File: src/stx_lfr_pkg.sv
// ----------------------------------------------------------------------------
// stx_lfr_pkg
// Shared types and constants of the start / length / end frame receiver.
// ----------------------------------------------------------------------------
package stx_lfr_pkg;

  localparam int BYTE_W     = 8;
  localparam int NUM_DATA   = 8;
  // bytes read out of a frame: the command then the data bytes
  localparam int FIRST_KEPT = 2;
  localparam int NUM_KEPT   = NUM_DATA + 1;

  localparam logic [BYTE_W-1:0] START_BYTE_RST = 8'h02;
  localparam logic [BYTE_W-1:0] END_BYTE_RST   = 8'h03;

  typedef enum logic {
    CFG_START_BYTE,
    CFG_END_BYTE
  } cfg_idx_t;

  typedef struct packed {
    logic [BYTE_W-1:0] start_byte;
    logic [BYTE_W-1:0] end_byte;
  } cfg_t;

  typedef struct packed {
    logic [BYTE_W-1:0] rx_byte;
    logic              rx_error;
  } item_t;

  typedef struct packed {
    logic                             frame_ok;
    logic [BYTE_W-1:0]                command;
    logic [NUM_DATA-1:0][BYTE_W-1:0] data;
  } res_t;

endpackage

File: src/stx_lfr_tracker.sv
// ----------------------------------------------------------------------------
// stx_lfr_tracker
// Frame position, length and byte store; decodes one byte per cycle while advance is high.
// ----------------------------------------------------------------------------
module stx_lfr_tracker import stx_lfr_pkg::*; #(
  parameter int BUFFER_DEPTH = 16,
  parameter int FRAME_LENGTH = 13
) (
  input  logic  clk,
  input  logic  rst_n,
  input  logic  advance,
  input  item_t item,
  input  cfg_t  cfg,
  output logic  emit,
  output res_t  res
);

  localparam int IDX_W = $clog2(BUFFER_DEPTH + 1);

  logic [IDX_W-1:0]                 idx_r;
  logic [IDX_W-1:0]                 idx_nxt;
  logic [BYTE_W-1:0]                len_r;
  logic [BYTE_W-1:0]                len_nxt;
  logic [NUM_KEPT-1:0][BYTE_W-1:0] kept_r;
  logic [BYTE_W:0]                  idx_inc;
  logic                             store_en;
  logic                             frame_ok;

  assign idx_inc = {{(BYTE_W + 1 - IDX_W){1'b0}}, idx_r} + (BYTE_W + 1)'(1);

  always_comb begin
    idx_nxt  = idx_r;
    len_nxt  = len_r;
    store_en = 1'b0;
    emit     = 1'b0;
    priority if (idx_r == IDX_W'(0)) begin
      if (item.rx_byte == cfg.start_byte) idx_nxt = IDX_W'(1);
    end else if (idx_r == IDX_W'(1)) begin
      len_nxt = item.rx_byte;
      idx_nxt = IDX_W'(2);
    end else if (idx_r >= IDX_W'(BUFFER_DEPTH)) begin
      // buffer full: drop the byte and start over
      idx_nxt = IDX_W'(0);
    end else if (idx_inc == {1'b0, len_r}) begin
      store_en = 1'b1;
      emit     = 1'b1;
      idx_nxt  = IDX_W'(0);
    end else begin
      store_en = 1'b1;
      idx_nxt  = item.rx_error ? IDX_W'(0) : idx_r + IDX_W'(1);
    end
  end

  assign frame_ok = (len_r == BYTE_W'(FRAME_LENGTH)) && (item.rx_byte == cfg.end_byte);

  always_comb begin
    res.frame_ok = frame_ok;
    res.command  = frame_ok ? kept_r[0] : '0;
    for (int j = 0; j < NUM_DATA; j++) begin
      res.data[j] = frame_ok ? kept_r[j + 1] : '0;
    end
  end

  always_ff @(posedge clk) begin
    if (!rst_n) begin
      idx_r <= '0;
      len_r <= '0;
    end else if (advance) begin
      idx_r <= idx_nxt;
      len_r <= len_nxt;
    end
  end

  // only the command and data positions are ever read back
  for (genvar k = 0; k < NUM_KEPT; k++) begin : g_kept
    always_ff @(posedge clk) begin
      if (advance && store_en && idx_r == IDX_W'(k + FIRST_KEPT)) begin
        kept_r[k] <= item.rx_byte;
      end
    end
  end

  a_idx_range: assert property (@(posedge clk) disable iff (!rst_n)
    idx_r <= IDX_W'(BUFFER_DEPTH))
    else $error("frame index beyond buffer depth");

  a_emit_rewinds: assert property (@(posedge clk) disable iff (!rst_n)
    advance && emit |=> idx_r == IDX_W'(0))
    else $error("index not rewound after a completed frame");

  a_bad_frame_blank: assert property (@(posedge clk) disable iff (!rst_n)
    emit && !res.frame_ok |-> res.command == '0 && res.data == '0)
    else $error("rejected frame carries payload");

endmodule

File: config.mk
export PLATFORM = sky130hd
export DESIGN_NAME = stx_lfr_tracker
export DESIGN_NICKNAME = d
export VERILOG_FILES = /design/src/stx_lfr_pkg.sv /design/src/stx_lfr_tracker.sv
export SDC_FILE = /design/constraint.sdc
export NUM_CORES = 1
export LEC_CHECK = 0
export BUFFER_PORTS_ARGS = -buffer_cell sky130_fd_sc_hd__clkbuf_2
export CORE_MARGIN = 2
export CORE_UTILIZATION = 50
export DETAILED_ROUTE_END_ITERATION = 10
export GPL_ROUTABILITY_DRIVEN = 0
export PLACE_DENSITY_LB_ADDON = 0.3
export RECOVER_POWER = 100
export SETUP_SLACK_MARGIN = 0.3
export SKIP_CTS_REPAIR_TIMING = 1
export SKIP_LAST_GASP = 1
export SYNTH_ARGS = -nofsm -noshare
export SYNTH_HDL_FRONTEND = slang
export SYNTH_SLANG_ARGS = --single-unit
File: constraint.sdc
create_clock -name clk -period 4.3 [get_ports clk]
set_input_delay 0.43 -clock clk [delete_from_list [all_inputs] [get_ports clk]]
set_output_delay 0.43 -clock clk [all_outputs]
set_load 0.03 [all_outputs]
Word level (Yosys, flattened, before mapping)
Cells that the tools add are included.
- register bits after elaboration: 85
- bits of input ports: 28
- output and inout port bits: 74
- logic and storage cells: 66
- $add $sub $neg: 2
- $lt $le $gt $ge: 1
- equal/unequal tests: 15
- multiplexer cells: 22
- bitwise logic cells: 1
- reductions and logical operators: 14
- operators by type and width (operator ; number):
    8-bit two-way mux ; 9
    5-bit two-way mux ; 6
    5-bit by 3-bit equality test with 1-bit output, second input constant ; 4
    8-bit equality test ; 2
    5-bit by 4-bit equality test with 1-bit output, second input constant ; 3
    1-bit logical AND ; 11
    5-bit by 2-bit equality test with 1-bit output, second input constant ; 2
    6-bit by 8-bit equality test with 1-bit output ; 1
    8-bit by 4-bit equality test with 1-bit output, second input constant ; 1
    1-bit two-way mux ; 7
    5-bit by 1-bit adder with 6-bit output, second input constant ; 1
    5-bit by 1-bit adder with 5-bit output, second input constant ; 1
    5-bit by 1-bit equality test with 1-bit output, second input constant ; 1
    5-bit greater-or-equal comparator, second input constant ; 1
    5-bit zero test ; 1
    3-bit AND reduction ; 1
    2-bit by 1-bit inequality test with 1-bit output, second input constant ; 1
    2-bit AND reduction ; 1
    1-bit NOT ; 1

Depth between registers and ports, before layout
- depth after elaboration: 6
- mapped depth: 8
- gate-level depth less buffers: 8

Worst setup path after synthesis
OpenSTA, ideal clock, no wires.
- path type: reg-to-output
- start point: reg idx_r[0]
- end point: out emit
- data arrival time: 2.057 ns
- data required time: 3.870 ns
- setup slack: 1.813 ns
- stages on the path, launching flop included: 7
- path buffers: 0
- path through: dfxtp_1 inv_1 ha_1 xor2_1 or4_4 nor4b_4 and4_2
- word-level cells in the longest chain between the ends: 6
- elaborated cells on any way between the ends: 9
- classes of those cells: add/sub (1); order compare (1); eq/ne (2); mux (4); reduce/logical (1)
- RTL lines (element ; line ; text):
    start, declared ; stx_lfr_tracker.sv:20 ; logic [IDX_W-1:0] idx_r;
    start signal, assigned ; stx_lfr_tracker.sv:69 ; idx_r <= idx_nxt;
    5-bit by 1-bit adder with 6-bit output ; stx_lfr_tracker.sv:29 ; assign idx_inc = {{(BYTE_W + 1 - IDX_W){1'b0}}, idx_r} + (BYTE_W + 1)'(1);
    6-bit by 8-bit equality test with 1-bit output ; stx_lfr_tracker.sv:44 ; end else if (idx_inc == {1'b0, len_r}) begin
    1-bit two-way mux ; stx_lfr_tracker.sv:44 ;
    1-bit two-way mux ; stx_lfr_tracker.sv:41 ; end else if (idx_r >= IDX_W'(BUFFER_DEPTH)) begin
    1-bit two-way mux ; stx_lfr_tracker.sv:38 ; end else if (idx_r == IDX_W'(1)) begin
    1-bit two-way mux (*) ; stx_lfr_tracker.sv:36 ; priority if (idx_r == IDX_W'(0)) begin
    end, declared ; stx_lfr_tracker.sv:14 ; output logic emit,
Every way passes the cells marked *; elsewhere a longest branch is shown, timed or not.

Worst setup path in the final report
Same ends and word-level chain as after synthesis.

==> metrics.md <==
| Metric | Value |
|---|---|
| Final wirelength | 7680 µm |
| Yosys top cell area share | 0.581 |
| DP Wirelength | 5190 µm |
| Via total after detailed routing | 2445 |
| Gr ovfl total | 0 |
| Worst-Margin Slew | 0.994 ns |
| GRT Total Usage | 0.191 |
| Die area | 0.00815 mm² |
| Syn Inst Count | 280 |
| Worst r2r src | idx_r[0] |
| Fraction of layout cells with a size suffix above 1 | 0.223 |
| Final #Nets | a little over 400 |
| Rel. slew slack | 0.337 |
| Num CTS Buffers | 9 |
| Vias in the first global route | between 2000 and 2500 |
| Kind of end point of the critical path | primary output |
| Commonest non-fill, non-tap cell in the layout | edfxtp_1 |
| Clock slew at reported path FFs | around 0.080 ns |
| FILL cells | between 600 and 700 |
| Port Buffers | approximately 100 |
| CP startpoint | idx_r[0] |
| Top cells by area, synth | edfxtp_1, and2_1, dfxtp_1 |
| Critical Path AT | between 3 and 4 ns |
| Crit Path Class | flip-flop to primary output |
| Crit path launch type | flip-flop |
| DR vias/cell | 5.04 |
| Antenna Nets Post-Route | 0 |
| Seq/Total Area, Yosys | 0.651 |
| Setup TNS | 0 ns |
| Min-Delay Endpoint | idx_r[4] |
| Clk root buf | clkbuf_8 |
| Design area | ~0.0045 mm² |
| Cell variety after synth | 38 |
| Met2 wire len | between 3000 and 4000 µm |
| Initial Util | 0.516 |
| Worst R2R End | idx_r[1] |
| Status | finished, final reports clean |
| Critical path peak fanout | 7 |
| Placed Area | roughly 0.0043 mm² |
| Power Total | approximately 1500 µW |
| Initial drt markers | 150 |
| DR top layer | met4 |
| Syn. warnings | 0 |
| Placed insts | roughly 470 |
| Most used flip-flop cell after synthesis | edfxtp_1 |
| DR WL/cell | around 16 µm |
| Power Dens Cells | about 350 mW/mm² |
| Req. time, crit path | just under 4 ns |
| Worst reg-to-reg setup slack | 1.45 ns |
| Worst Skew | between 0.007 and 0.008 ns |
| Initial antenna violation count | 0 |
| Endpoints failing hold | 0 |
| Lkg Pwr | between 0.0015 and 0.002 µW |
| RSZ-0062 raised after global routing | false |
| Final routed DRC violation total | 0 |
| Largest area contributor in the netlist | edfxtp_1 |
| HP Class | input port to flip-flop |
| Worst Hold Path Cells | 4 |
| Post-synth EDFFs | 72 |
| First drt pass iteration count | 4 |
| Largest net degree at the start of global routing | between 70 and 80 |
| Maximum clock frequency | roughly 290 MHz |
| Post-Syn Area | roughly 0.0037 mm² |
| First-pass GRT wire length | 11900 µm |
| Hold path start | item[0] |
| Rows | 31 |
| Fin util | 0.618 |
| Async SR Flop Fraction | 0 |
| WL met1 | 3490 µm |
| Bufs on Longest Clock Path | 2 |
| Final period utilization | 0.813 |
| Max-slew violations | 0 |
| Final Non-Filler Cells | ~490 |
| Htree depth | 3 |
| Yosys reg bits | 85 |
| CORE AREA | roughly 0.0072 mm² |
| # IOs | around 100 |
| Commonest cells after routing, fill and taps aside | edfxtp_1, clkbuf_2, and2_0 |
| Clk_lat worst skew | approximately 0.34 ns |
| Minimum clock period | 3.50 ns |
| Wire length on met3 | 424 µm |
| Peak VDD IR | between 0.1 and 0.15 mV |
| Syn_area_per_cell | 13.3 µm² |
| Reg2Reg Depth | 8 |
| Max cap viols | 0 |
| CTS Sinks | 85 |
| Mapped Nets | between 300 and 400 |
| # diodes | 0 |
| Die Y | about 90 µm |
| Final setup fails | 0 |
| CTS tree | yes |
| Die Width | about 90 µm |
| Synth-to-Final Area Change | 19.9% |
## power by group
group | leakage (µW) | internal [µW] | switching [µW]
logic | 0.000824 | 18.7 | 33.1
registers | 0.000751 | 891 | 0.177
clock network | 0.000108 | 328 | 273
## cells by family (layout without fill, tap and decap cells)
logic type / count (synthesis) / in the layout / share of synthesized area
AO/OA/AOI/OAI: 16 / 16 / 0.0262
XOR/XNOR: 21 / 21 / 0.0494
adder cells (fa/ha/maj): 4 / 4 / 0.0135
buffers and inverters: 15 / 121 / 0.0165
flip-flops: 85 / 85 / 0.651
multiplexers: 8 / 8 / 0.0215
AND/OR/NAND/NOR: 131 / 131 / 0.222
## flip-flops by register name, indices dropped and copies added (netlist names)
| signal | flops |
|---|---|
| len_r | 8 |
| kept_r | 72 |
| idx_r | 5 |
## metrics by stage
stage,setup WS [ns],hold slack (ns)
global route,0.571,0.479
detailed placement,1.61,0.553
CTS,1.22,0.440
finish,0.803,0.461
global placement,1.66,0.543
floorplan,1.81,0.511
## per-layer routing
metal,vias up,track usage
li1,1177,-
met1,1188,0.260
met2,76,0.304
met3,4,0.0526
met4,0,0.0538
met5,-,0
## critical path, stage by stage (launching register included)
cell      delay (ns)
dfxtp_1         0.46
inv_1           0.13
ha_1            0.33
xor2_1          0.14
or4_2           0.55
nor4b_1         0.59
and4_2          0.34
clkbuf_2        0.20
## cell usage after synthesis, types with 2 or more instances
master,number
nand4_1,3
nor3_1,5
nand2_1,4
dfxtp_1,13
and2_1,79
mux2i_1,8
nor2b_1,13
a21oi_1,3
inv_1,3
xnor2_1,12
edfxtp_1,72
o21ai_0,7
or3_1,2
ha_1,4
xor2_1,9
nand3_1,4
nor3b_1,3
clkbuf_1,10
nor2_1,6
and3_1,2
## layout make-up
class | count | area, µm² | share of cell area
clock inverter | 6 | 86.3 | 0.0194
clock buffer | 10 | 128 | 0.0286
tap | 99 | 124 | 0.0278
timing repair buffer | 102 | 465 | 0.104
multi-input combinational | 180 | 1220 | 0.274
sequential | 85 | 2420 | 0.543
inverter | 3 | 11.3 | 0.00252
## worst max-delay path by stage
stage,endpoint,cells after the start
4_1_cts,emit,7
3_3_place_gp,emit,7
5_1_grt,emit,7
3_5_place_dp,emit,7
2_1_floorplan,emit,6
6_report,emit,7
(Power assumes the default switching activity.)
